===== src/rtl/tod_pkg.sv =====
// Shared types, constants and helpers for the time-of-day arithmetic unit.
package tod_pkg;

    // Operation codes
    localparam logic [3:0] FN_VALIDATE = 4'd0;
    localparam logic [3:0] FN_TO_SECS  = 4'd1;
    localparam logic [3:0] FN_FROM_SECS = 4'd2;
    localparam logic [3:0] FN_ADD      = 4'd3;
    localparam logic [3:0] FN_SUB      = 4'd4;
    localparam logic [3:0] FN_DURATION = 4'd5;
    localparam logic [3:0] FN_EQ       = 4'd6;
    localparam logic [3:0] FN_NEQ      = 4'd7;
    localparam logic [3:0] FN_LT       = 4'd8;
    localparam logic [3:0] FN_GT       = 4'd9;

    localparam logic [16:0] DAY_SECS   = 17'd86400;
    localparam logic [18:0] DAY2_SECS  = 19'd172800;
    localparam logic [18:0] DAY3_SECS  = 19'd259200;
    localparam logic [11:0] HOUR_SECS  = 12'd3600;
    localparam logic [5:0]  MIN_SECS   = 6'd60;
    localparam logic [5:0]  MAX_HOUR   = 6'd23;
    localparam logic [5:0]  MAX_MIN    = 6'd59;

    // 86400 = 675 << 7; floor(2^35 / 675)
    localparam logic [9:0]  DIV_675    = 10'd675;
    localparam logic [25:0] RECIP_675  = 26'd50903316;
    // floor(2^27 / 3600) and floor(2^17 / 60)
    localparam logic [15:0] RECIP_HOUR = 16'd37282;
    localparam logic [11:0] RECIP_MIN  = 12'd2184;

    typedef struct packed {
        logic [3:0]  func;
        logic [5:0]  hour_a;
        logic [5:0]  minute_a;
        logic [5:0]  second_a;
        logic [5:0]  hour_b;
        logic [5:0]  minute_b;
        logic [5:0]  second_b;
        logic [31:0] seconds_in;
    } t_cmd;

    typedef struct packed {
        logic [4:0]  hour_out;
        logic [5:0]  minute_out;
        logic [5:0]  second_out;
        logic [17:0] seconds_out;
        logic        flag_out;
    } t_res;

    // Front end to reducer
    typedef struct packed {
        logic [3:0]  func;
        logic        flag;
        logic [17:0] sec_direct;
        logic [17:0] ta;
        logic [16:0] nr;
    } t_fr;

    // Reducer through split stages
    typedef struct packed {
        logic        is_time;
        logic        flag;
        logic [17:0] sec_direct;
        logic [16:0] v;
    } t_rd;

    function automatic logic [17:0] tod_secs(input logic [5:0] h, input logic [5:0] m,
                                             input logic [5:0] s);
        tod_secs = 18'(h) * 18'(HOUR_SECS) + 18'(m) * 18'(MIN_SECS) + 18'(s);
    endfunction

endpackage


===== src/rtl/time_of_day_arithmetic_unit_top.sv =====
// Top level of the time-of-day arithmetic unit.
//
// Usage: present an item on i_cmd and raise start; it is taken at any rising
// edge where busy is low. busy is high during reset and until the first edge
// after it, then stays low, so one item can be taken every cycle. Each item
// gives exactly one result on o_result, marked by o_strobe for one cycle, in
// issue order. There is no way to hold results off: the receiver must capture
// o_result whenever o_strobe is high. The register stages of the pipeline are
// two for the front end (time-to-seconds, then seconds_in mod 86400 by a
// reciprocal multiply with one correction step, compares and duration), one
// to fold the from/add/sub value into one day, and four to split seconds of
// day into hours (reciprocal multiply, correct) and minutes/seconds (same
// again). Fields an operation does not define come out as zero; unknown func
// codes give an all-zero result.
module time_of_day_arithmetic_unit_top (
    input  logic             i_clk,
    input  logic             i_rst_n,
    input  logic             start,
    output logic             busy,
    input  tod_pkg::t_cmd    i_cmd,
    output logic             o_strobe,
    output tod_pkg::t_res    o_result
);

    logic             r_run;
    logic             w_take;
    logic             w_fr_vld;
    tod_pkg::t_fr     w_fr;
    logic             w_rd_vld;
    tod_pkg::t_rd     w_rd;

    // busy only while coming out of reset
    always_ff @(posedge i_clk) begin
        if (!i_rst_n) begin
            r_run <= 1'b0;
        end else begin
            r_run <= 1'b1;
        end
    end

    assign busy   = !r_run;
    assign w_take = start && !busy;

    tod_front u_front (
        .i_clk   (i_clk),
        .i_rst_n (i_rst_n),
        .i_vld   (w_take),
        .i_cmd   (i_cmd),
        .o_vld   (w_fr_vld),
        .o_fr    (w_fr)
    );

    tod_reduce u_reduce (
        .i_clk   (i_clk),
        .i_rst_n (i_rst_n),
        .i_vld   (w_fr_vld),
        .i_fr    (w_fr),
        .o_vld   (w_rd_vld),
        .o_rd    (w_rd)
    );

    tod_split u_split (
        .i_clk   (i_clk),
        .i_rst_n (i_rst_n),
        .i_vld   (w_rd_vld),
        .i_rd    (w_rd),
        .o_vld   (o_strobe),
        .o_res   (o_result)
    );

endmodule


===== src/rtl/tod_front.sv =====
// Front end: time-to-seconds, seconds_in mod one day, compares and duration.
module tod_front (
    input  logic             i_clk,
    input  logic             i_rst_n,
    input  logic             i_vld,
    input  tod_pkg::t_cmd    i_cmd,
    output logic             o_vld,
    output tod_pkg::t_fr     o_fr
);

    // stage 1
    logic             r_s1_vld;
    tod_pkg::t_cmd    r_s1_cmd;
    logic [17:0]      r_s1_ta;
    logic [17:0]      r_s1_tb;
    logic [15:0]      r_s1_q;
    logic [50:0]      w_prod;

    // stage 2
    logic             r_s2_vld;
    tod_pkg::t_fr     r_s2_fr;
    tod_pkg::t_fr     n_s2_fr;
    logic [24:0]      w_x;
    logic [24:0]      w_qm;
    logic [10:0]      w_rem1;
    logic [9:0]       w_rem;
    logic [19:0]      w_wrap;
    logic [17:0]      w_dur;

    // quotient estimate of (n >> 7) / 675, low by at most one
    assign w_prod = 51'(i_cmd.seconds_in[31:7]) * 51'(tod_pkg::RECIP_675);

    always_ff @(posedge i_clk) begin
        if (!i_rst_n) begin
            r_s1_vld <= 1'b0;
        end else begin
            r_s1_vld <= i_vld;
        end
        r_s1_cmd <= i_cmd;
        r_s1_ta  <= tod_pkg::tod_secs(i_cmd.hour_a, i_cmd.minute_a, i_cmd.second_a);
        r_s1_tb  <= tod_pkg::tod_secs(i_cmd.hour_b, i_cmd.minute_b, i_cmd.second_b);
        r_s1_q   <= w_prod[50:35];
    end

    assign w_x    = r_s1_cmd.seconds_in[31:7];
    assign w_qm   = 25'(r_s1_q) * 25'(tod_pkg::DIV_675);
    assign w_rem1 = 11'(w_x - w_qm);
    assign w_rem  = (w_rem1 >= 11'(tod_pkg::DIV_675)) ?
                    10'(w_rem1 - 11'(tod_pkg::DIV_675)) : w_rem1[9:0];

    // A later than B: a day is added, wrapping to 18 bits for bad fields
    assign w_wrap = 20'(tod_pkg::DAY_SECS) + 20'(r_s1_tb) - 20'(r_s1_ta);
    assign w_dur  = (r_s1_ta > r_s1_tb) ? w_wrap[17:0] : (r_s1_tb - r_s1_ta);

    always_comb begin
        n_s2_fr.func       = r_s1_cmd.func;
        n_s2_fr.ta         = r_s1_ta;
        n_s2_fr.nr         = {w_rem, r_s1_cmd.seconds_in[6:0]};
        n_s2_fr.flag       = 1'b0;
        n_s2_fr.sec_direct = '0;
        case (r_s1_cmd.func)
            tod_pkg::FN_VALIDATE: begin
                n_s2_fr.flag = (r_s1_cmd.hour_a <= tod_pkg::MAX_HOUR) &&
                               (r_s1_cmd.minute_a <= tod_pkg::MAX_MIN) &&
                               (r_s1_cmd.second_a <= tod_pkg::MAX_MIN);
            end
            tod_pkg::FN_TO_SECS: begin
                n_s2_fr.sec_direct = r_s1_ta;
            end
            tod_pkg::FN_DURATION: begin
                n_s2_fr.sec_direct = w_dur;
            end
            tod_pkg::FN_EQ: begin
                n_s2_fr.flag = (r_s1_cmd.hour_a == r_s1_cmd.hour_b) &&
                               (r_s1_cmd.minute_a == r_s1_cmd.minute_b) &&
                               (r_s1_cmd.second_a == r_s1_cmd.second_b);
            end
            tod_pkg::FN_NEQ: begin
                n_s2_fr.flag = (r_s1_cmd.hour_a != r_s1_cmd.hour_b) ||
                               (r_s1_cmd.minute_a != r_s1_cmd.minute_b) ||
                               (r_s1_cmd.second_a != r_s1_cmd.second_b);
            end
            tod_pkg::FN_LT: begin
                n_s2_fr.flag = (r_s1_ta < r_s1_tb);
            end
            tod_pkg::FN_GT: begin
                n_s2_fr.flag = (r_s1_ta > r_s1_tb);
            end
            default: begin
                n_s2_fr.flag = 1'b0;
            end
        endcase
    end

    always_ff @(posedge i_clk) begin
        if (!i_rst_n) begin
            r_s2_vld <= 1'b0;
        end else begin
            r_s2_vld <= r_s1_vld;
        end
        r_s2_fr <= n_s2_fr;
    end

    assign o_vld = r_s2_vld;
    assign o_fr  = r_s2_fr;

endmodule


===== src/rtl/tod_reduce.sv =====
// Reducer: forms the from/add/sub seconds value and folds it into one day.
module tod_reduce (
    input  logic             i_clk,
    input  logic             i_rst_n,
    input  logic             i_vld,
    input  tod_pkg::t_fr     i_fr,
    output logic             o_vld,
    output tod_pkg::t_rd     o_rd
);

    logic             r_vld;
    tod_pkg::t_rd     r_rd;
    tod_pkg::t_rd     n_rd;
    logic [18:0]      w_base;
    logic [18:0]      w_sub;

    // base stays below four days, so one of three offsets folds it
    always_comb begin
        case (i_fr.func)
            tod_pkg::FN_ADD: w_base = 19'(i_fr.ta) + 19'(i_fr.nr);
            tod_pkg::FN_SUB: w_base = 19'(i_fr.ta) + 19'(tod_pkg::DAY_SECS) - 19'(i_fr.nr);
            default:         w_base = 19'(i_fr.nr);
        endcase
        if (w_base >= tod_pkg::DAY3_SECS) begin
            w_sub = tod_pkg::DAY3_SECS;
        end else if (w_base >= tod_pkg::DAY2_SECS) begin
            w_sub = tod_pkg::DAY2_SECS;
        end else if (w_base >= 19'(tod_pkg::DAY_SECS)) begin
            w_sub = 19'(tod_pkg::DAY_SECS);
        end else begin
            w_sub = '0;
        end
        n_rd.v          = 17'(w_base - w_sub);
        n_rd.flag       = i_fr.flag;
        n_rd.sec_direct = i_fr.sec_direct;
        n_rd.is_time    = (i_fr.func == tod_pkg::FN_FROM_SECS) ||
                          (i_fr.func == tod_pkg::FN_ADD) ||
                          (i_fr.func == tod_pkg::FN_SUB);
    end

    always_ff @(posedge i_clk) begin
        if (!i_rst_n) begin
            r_vld <= 1'b0;
        end else begin
            r_vld <= i_vld;
        end
        r_rd <= n_rd;
    end

    assign o_vld = r_vld;
    assign o_rd  = r_rd;

endmodule


===== src/rtl/tod_split.sv =====
// Split: seconds of day into hours, minutes, seconds; result assembly.
module tod_split (
    input  logic             i_clk,
    input  logic             i_rst_n,
    input  logic             i_vld,
    input  tod_pkg::t_rd     i_rd,
    output logic             o_vld,
    output tod_pkg::t_res    o_res
);

    // stage 4: hour estimate
    logic             r4_vld;
    tod_pkg::t_rd     r4_rd;
    logic [4:0]       r4_hq;
    logic [31:0]      w_ph;

    // stage 5: hour correction
    logic             r5_vld;
    tod_pkg::t_rd     r5_rd;
    logic [4:0]       r5_h;
    logic [11:0]      r5_rem;
    logic [16:0]      w_hm;
    logic [12:0]      w_hr;
    logic [4:0]       n5_h;
    logic [11:0]      n5_rem;

    // stage 6: minute estimate
    logic             r6_vld;
    tod_pkg::t_rd     r6_rd;
    logic [4:0]       r6_h;
    logic [11:0]      r6_rem;
    logic [5:0]       r6_mq;
    logic [22:0]      w_pm;

    // stage 7: minute correction, output
    logic             r7_vld;
    tod_pkg::t_res    r7_res;
    tod_pkg::t_res    n7_res;
    logic [11:0]      w_mm;
    logic [6:0]       w_sr;
    logic [5:0]       n7_m;
    logic [5:0]       n7_s;

    assign w_ph = 32'(i_rd.v) * 32'(tod_pkg::RECIP_HOUR);

    always_ff @(posedge i_clk) begin
        if (!i_rst_n) begin
            r4_vld <= 1'b0;
        end else begin
            r4_vld <= i_vld;
        end
        r4_rd <= i_rd;
        r4_hq <= w_ph[31:27];
    end

    assign w_hm = 17'(r4_hq) * 17'(tod_pkg::HOUR_SECS);
    assign w_hr = 13'(r4_rd.v - w_hm);

    always_comb begin
        if (w_hr >= 13'(tod_pkg::HOUR_SECS)) begin
            n5_h   = r4_hq + 5'd1;
            n5_rem = 12'(w_hr - 13'(tod_pkg::HOUR_SECS));
        end else begin
            n5_h   = r4_hq;
            n5_rem = w_hr[11:0];
        end
    end

    always_ff @(posedge i_clk) begin
        if (!i_rst_n) begin
            r5_vld <= 1'b0;
        end else begin
            r5_vld <= r4_vld;
        end
        r5_rd  <= r4_rd;
        r5_h   <= n5_h;
        r5_rem <= n5_rem;
    end

    assign w_pm = 23'(r5_rem) * 23'(tod_pkg::RECIP_MIN);

    always_ff @(posedge i_clk) begin
        if (!i_rst_n) begin
            r6_vld <= 1'b0;
        end else begin
            r6_vld <= r5_vld;
        end
        r6_rd  <= r5_rd;
        r6_h   <= r5_h;
        r6_rem <= r5_rem;
        r6_mq  <= w_pm[22:17];
    end

    assign w_mm = 12'(r6_mq) * 12'(tod_pkg::MIN_SECS);
    assign w_sr = 7'(r6_rem - w_mm);

    always_comb begin
        if (w_sr >= 7'(tod_pkg::MIN_SECS)) begin
            n7_m = r6_mq + 6'd1;
            n7_s = 6'(w_sr - 7'(tod_pkg::MIN_SECS));
        end else begin
            n7_m = r6_mq;
            n7_s = w_sr[5:0];
        end
        // fields an operation does not define read as zero
        n7_res.hour_out    = r6_rd.is_time ? r6_h : '0;
        n7_res.minute_out  = r6_rd.is_time ? n7_m : '0;
        n7_res.second_out  = r6_rd.is_time ? n7_s : '0;
        n7_res.seconds_out = r6_rd.is_time ? {1'b0, r6_rd.v} : r6_rd.sec_direct;
        n7_res.flag_out    = r6_rd.flag;
    end

    always_ff @(posedge i_clk) begin
        if (!i_rst_n) begin
            r7_vld <= 1'b0;
        end else begin
            r7_vld <= r6_vld;
        end
        r7_res <= n7_res;
    end

    assign o_vld = r7_vld;
    assign o_res = r7_res;

endmodule


===== config.mk =====
export PLATFORM = sky130hd
export DESIGN_NAME = time_of_day_arithmetic_unit_top
export DESIGN_NICKNAME = d
export VERILOG_FILES = /design/src/rtl/tod_pkg.sv /design/src/rtl/time_of_day_arithmetic_unit_top.sv /design/src/rtl/tod_front.sv /design/src/rtl/tod_reduce.sv /design/src/rtl/tod_split.sv
export SDC_FILE = /design/constraint.sdc
export NUM_CORES = 2
export LEC_CHECK = 0
export BUFFER_PORTS_ARGS = -buffer_cell sky130_fd_sc_hd__buf_2
export CAP_MARGIN = 20
export CORE_AREA = 2 2 300 184
export CTS_BUF_LIST = sky130_fd_sc_hd__clkbuf_8 sky130_fd_sc_hd__clkbuf_16
export DETAILED_ROUTE_END_ITERATION = 8
export DIE_AREA = 0 0 302 186
export PLACE_DENSITY = 0.82
export SYNTH_ARGS = -nofsm -noshare
export SYNTH_HDL_FRONTEND = slang
export SYNTH_HIERARCHICAL = 1
export SYNTH_SLANG_ARGS = --single-unit

===== constraint.sdc =====
create_clock -name i_clk -period 9.3 [get_ports i_clk]
set_input_delay 1.86 -clock i_clk [delete_from_list [all_inputs] [get_ports i_clk]]
set_output_delay 1.86 -clock i_clk [all_outputs]
set_load 0.02 [all_outputs]

* Word level (Yosys, flattened, before mapping) *
Index checks and enable logic that the tools add are counted.

storage, ports and cells
  memories kept = 0
  output and inout bits = 38
  memory bits (read-only) = 0
  word-level logic and storage cells = 132
  RAM bits = 0
  latch bits = 0
  register bits after elaboration = 400

cells by class
  $add $sub $neg = 19
  bitwise operators = 0
  mux-type cells = 14
  reductions and logical operators = 11
  divide/modulo/power cells = 0
  $mul = 10
  shift operators = 0
  magnitude comparators = 11
  equal/unequal tests = 15

operator list
  kind                    count
  $mux 17                 4
  $mul 25x24->49 const B  1
  $ge 19x18->1 const B    2
  $pmux 19 s2             1
  $add 18x12->18          2
  $add 18x6->18           2
  $pmux 18 s2             1
  $sub 18x18->18          2
  $mul 17x15->31 const B  1
  $mul 6x8->14 const B    2
  $mul 12x9->20 const B   1
  $mul 6x4->10 const B    2
  $add 18x17->19          1
  $add 18x17->19 const B  1
  $ge 19x17->1 const B    1
  $sub 19x17->19          1
  $add 17x18->18 const A  1
  $eq 6x6->1              3
  $gt 18x18->1            1
  $lt 18x18->1            1
  $mux 18                 1
  $ne 6x6->1              3
  $sub 17x17->17          1
  $eq 4x3->1 const B      4
  other kinds (29)        40

* Logic depth before layout (Yosys ltp) *
  depth after elaboration = 8
  mapped depth = 27
  depth with buffers taken out = 27

* Modules after synthesis *
Netlist, hierarchy kept.

by module, submodules not included
  module                           instances  cells each  area an instance (sq um)  sequential area each (sq um)
  tod_front                        1          1868        18808.0                   3223.1
  tod_split                        1          761         9233.9                    3663.5
  tod_reduce                       1          435         3656.0                    760.7
  time_of_day_arithmetic_unit_top  1          3           30.0                      20.0

* Worst setup path before layout *
No wires, ideal clock.

  kind = input to register
  start = input i_cmd[14] (netlist name)
  end = register u_front.r_s1_q[9]
  arrival = 7.174 ns
  setup slack = 2.054 ns
  path buffers = 0
  cell stages on the path = 21
  cell sequence = fa_1 -> ha_1 -> inv_1 -> fa_1 -> fa_1 -> inv_1 -> fa_1 -> fa_1 -> inv_1 -> fa_1 -> inv_1 -> ha_1 -> a21oi_1 -> nand2_1 -> a2111oi_0 -> nand2_1 -> o211ai_1 -> a21oi_1 -> or3_1 -> a21oi_1 -> xnor2_1

on the way
  longest elaborated chain between the ends = 1

RTL lines
  element                 RTL line                               text
  start, declared         time_of_day_arithmetic_unit_top.sv:20  input tod_pkg::t_cmd i_cmd,
  $mul 25x24->49          tod_front.sv:31                        assign w_prod = 51'(i_cmd.seconds_in[31:7]) * 51'(tod_pkg::RECIP_675);
  net u_front.w_prod[44]  tod_front.sv:17                        logic [50:0] w_prod;
  end signal, assigned    tod_front.sv:42                        r_s1_q <= w_prod[50:35];
  end, declared           tod_front.sv:16                        logic [15:0] r_s1_q;

The timed path passes the listed nets, and every way through them passes these cells.
A chain may end at the register's enable or synchronous reset.

* Final worst setup path *
  start = input i_cmd[19] (netlist name)
  end = register u_front.r_s1_q[9]

The elaborated chain is that of the path after synthesis.

==> metrics.md <==
| Metric | Value |
|---|---|
| Post-DP HPWL | `~56000 microns` |
| Buffer count from post-CTS setup fixing | `0` |
| Crit-path leading delay family | `adder cells` |
| Starting density of the core | `0.594` |
| Reg2Reg Setup Slack | `3200 ps` |
| Worst clock skew on the final layout | `between 20 and 30 ps` |
| Startpoint of the lowest-slack hold path | `u_front/o_fr[46]$_DFF_P_` |
| Die outline area | `0.0562 sq mm` |
| Pin count of the biggest net entering global routing | `36` |
| Height of the die | `around 190 microns` |
| TritonCTS clock tree | `built` |
| Post-layout net count | `4249` |
| Total routing usage reported by global routing | `0.250` |
| Capturing point of the worst reg2reg path | `u_reduce/o_rd[16]$_DFF_P_` |
| EDFF count, synth | `0` |
| Share of the core filled with cells in the final layout | `0.642` |
| Count of cell types in the netlist | `106` |
| Number of buffers added on ports | `112` |
| Setup violations, final | `0` |
| Total buffers and inverters traversed by the critical path | `5` |
| Critical path capture point type | `flop` |
| Depth of the worst hold-timing path | `0` |
| X dimension of the die | `302 microns` |
| TritonCTS Sinks | `383` |
| Most common cell in the netlist | `ha_1` |
| Cells traversed along the worst timing path | `buf_2 -> fa_1 -> ha_1 -> inv_1 -> fa_1 -> inv_1 -> fa_1 -> fa_1 -> fa_1 -> inv_1 -> fa_1 -> inv_1 -> ha_1 -> a21oi_1 -> o21ai_0 -> a2111oi_0 -> nand2_1 -> o211ai_1 -> a21oi_1 -> or3_1 -> a21oi_1 -> xnor2_1` |
| # H-tree levels | `2` |
| Final number of hold-violating endpoints | `0` |
| Insertion delay to the later sink of the worst-skew pair | `roughly 550 ps` |
| Clock buffer count from CTS | `36` |
| Cell type with the highest aggregate area in the netlist | `ha_1` |
| Mapped Nets | `4117` |
| Final count of pins violating max slew | `0` |
| Detailed-route DRC error count | `0` |
| Routed vias | `approximately 22000` |
| Worst R2R Start | `u_front/o_fr[1]$_DFF_P_` |
| Combined area of all synthesized cells | `0.0317 sq mm` |
| CTS resizes | `0` |
| Proportion of layout cells with a drive suffix above 1 | `0.0753` |
| Standard-cell rows | `66` |
| Critical setup path kind | `in -> reg` |
| Via density per instance | `5.47` |
| Cell repeated most along the worst path | `fa_1` |
| Longest individual stage delay on the worst path | `570 ps` |
| Class of the most critical hold timing path | `reg -> reg` |
| Least-Margin Pin Slew | `~1200 ps` |
| Mean instance size in the synthesized netlist | `between 10 and 15 sq um` |
| Status | `complete, no violations` |
| Area share of the leading cell type in the synthesized netlist | `0.276` |
| Count of yosys warnings during synthesis | `6` |
| Wirelength, routed | `between 60000 and 70000 microns` |
| Total Neg Setup Slack | `0 ps` |
| Remaining Overflow, GRT | `0` |
| Detailed-routing iteration count for the pre-antenna-repair pass | `5` |
| Quantity of hold-fixing buffers added after cts | `0` |
| CP max-delay cell | `fa_1` |
| Worst hold path endpoint | `u_reduce/o_rd[28]$_DFF_P_` |
| First-pass GRT wire length | `111000 microns` |
| Count of state elements after synthesis | `383` |
| Worst reg-to-reg path cell count | `24` |
| Clock tree root driver cell | `clkbuf_16` |
| Initial antenna violation count | `4` |
| Most instantiated cells after synthesis | `ha_1 (701), inv_1 (587), dfxtp_1 (383)` |
| FFs w/ async S/R, synth | `0` |
| Slew margin rel. | `0.211` |
| Cell count after synthesis | `3067` |
| Commonest register cell after synthesis | `dfxtp_1` |
| Final non-filler cell total | `3941` |
| Launching element type of the critical path | `input pin` |
| Critical Path RT | `9750 ps` |
| Post-place setup slack | `roughly 900 ps` |
| Post-layout minimum cycle time | `7980 ps` |
| Area growth, synth to finish | `8.14%` |
| Initial DRC Count | `1499` |
| Routability-driven placement congestion ratio | `0.986` |
| Highest clock rate | `between 100 and 150 MHz` |
| Clock slew at reported path FFs | `70 ps` |
| Data arrival time at the worst-slack endpoint | `~8400 ps` |
| Clock Path Buffers | `3` |
| Via count of the first global-routing pass | `~21000` |
| Core Region | `0.0534 sq mm` |
| Max Cap Violations | `0` |
| Portion of the post-synthesis area used by sequential elements | `0.242` |
| Max Fanout on Critical Path | `10` |
| Final worst-path setup slack | `1320 ps` |
| Fillers | `4054` |
| Dominant cells by area after synthesis | `ha_1 (28%), dfxtp_1 (24%), fa_1 (17%)` |
| RSZ-0062 raised after global routing | `false` |
| Post-placement cell count | `3875` |
| # IOs | `113` |
| Share of the cycle needed by the critical path after routing | `0.859` |
| Number of antenna-violating nets in the routed design | `0` |
| DR WL/cell | `17.4 microns` |
## placed cells by master (no fill, tap or decap), types with 32 or more instances in the layout
master / synthesis / layout
a21oi_1: 114 / 114
and2_1: 32 / 32
fa_1: 274 / 274
ha_1: 701 / 701
xnor2_1: 142 / 142
o21ai_0: 75 / 75
nor2_1: 84 / 84
dfxtp_1: 383 / 383
nand2_1: 94 / 94
nor3_1: 40 / 40
inv_1: 587 / 596
clkbuf_16: 0 / 36
xor2_1: 56 / 56
a21o_1: 32 / 32
buf_2: 1 / 112
## flip-flops by register name, summed over array words and instances, names as in the netlist, 7 cells and up
register and flops:
u_split/r4_rd 37, u_split/r6_rd 32, u_split/r5_rem 12, u_split/r5_rd 33, u_front/r_s1_cmd 43, u_front/o_fr 58, u_front/r_s1_q 11, u_front/r_s1_tb 18
u_reduce/o_rd 37, u_front/r_s1_ta 18, u_split/o_res 36, u_split/r6_rem 7, u_front/n_s2_fr 11
## how the worst max path moves through the flow
stage | end | startpoint | cells past startpoint
floorplan | u_front/r_s1_q[9]$_DFF_P_ | i_cmd[14] | 21
global placement | u_front/r_s1_q[9]$_DFF_P_ | i_cmd[19] | 22
detailed placement | u_front/r_s1_q[9]$_DFF_P_ | i_cmd[19] | 22
CTS | u_front/r_s1_q[9]$_DFF_P_ | i_cmd[19] | 22
global route | u_front/r_s1_q[9]$_DFF_P_ | i_cmd[19] | 22
finish | u_front/r_s1_q[9]$_DFF_P_ | i_cmd[19] | 22
## kinds of logic after synthesis
kind of cell | share of synthesized area
XOR/XNOR | 0.0561
adder cells (fa/ha/maj) | 0.449
multiplexers | 0.0122
flip-flops | 0.242
buffers and inverters | 0.0735
AO/OA/AOI/OAI | 0.0981
AND/OR/NAND/NOR | 0.0691
## layout make-up
type	instances	area [sq um]	share of cell area
Tap cell	714	893	0.0260
Timing Repair Buffer	116	591	0.0172
Antenna cell	1	2.50	0.0000729
Clock buffer	40	956	0.0279
Clock inverter	25	234	0.00682
Multi-Input combinational cell	2073	21800	0.634
Inverter	589	2210	0.0644
Sequential cell	383	7670	0.223
## layer usage
metal  track usage  part of all wire  vias up  wire [microns]
li1              -                 -    10500               -
met1         0.372              0.49    10300           33800
met2         0.358              0.40      687           27400
met3        0.0770             0.096       77            6600
met4        0.0426             0.013        2             886
met5             0           0.00019        -              13
## stage by stage
step / hold WS [ps] / instance area (sq um)
after floorplan: 310 / 31700
after global placement: 310 / 33100
after detailed placement: 312 / 33100
after CTS: 320 / 34300
after global routing: 317 / 34300
final: 320 / 34300
Power is left out: the tool's default activity adds up to more than one toggle a clock period on the data nets, which glitch-free logic cannot reach.
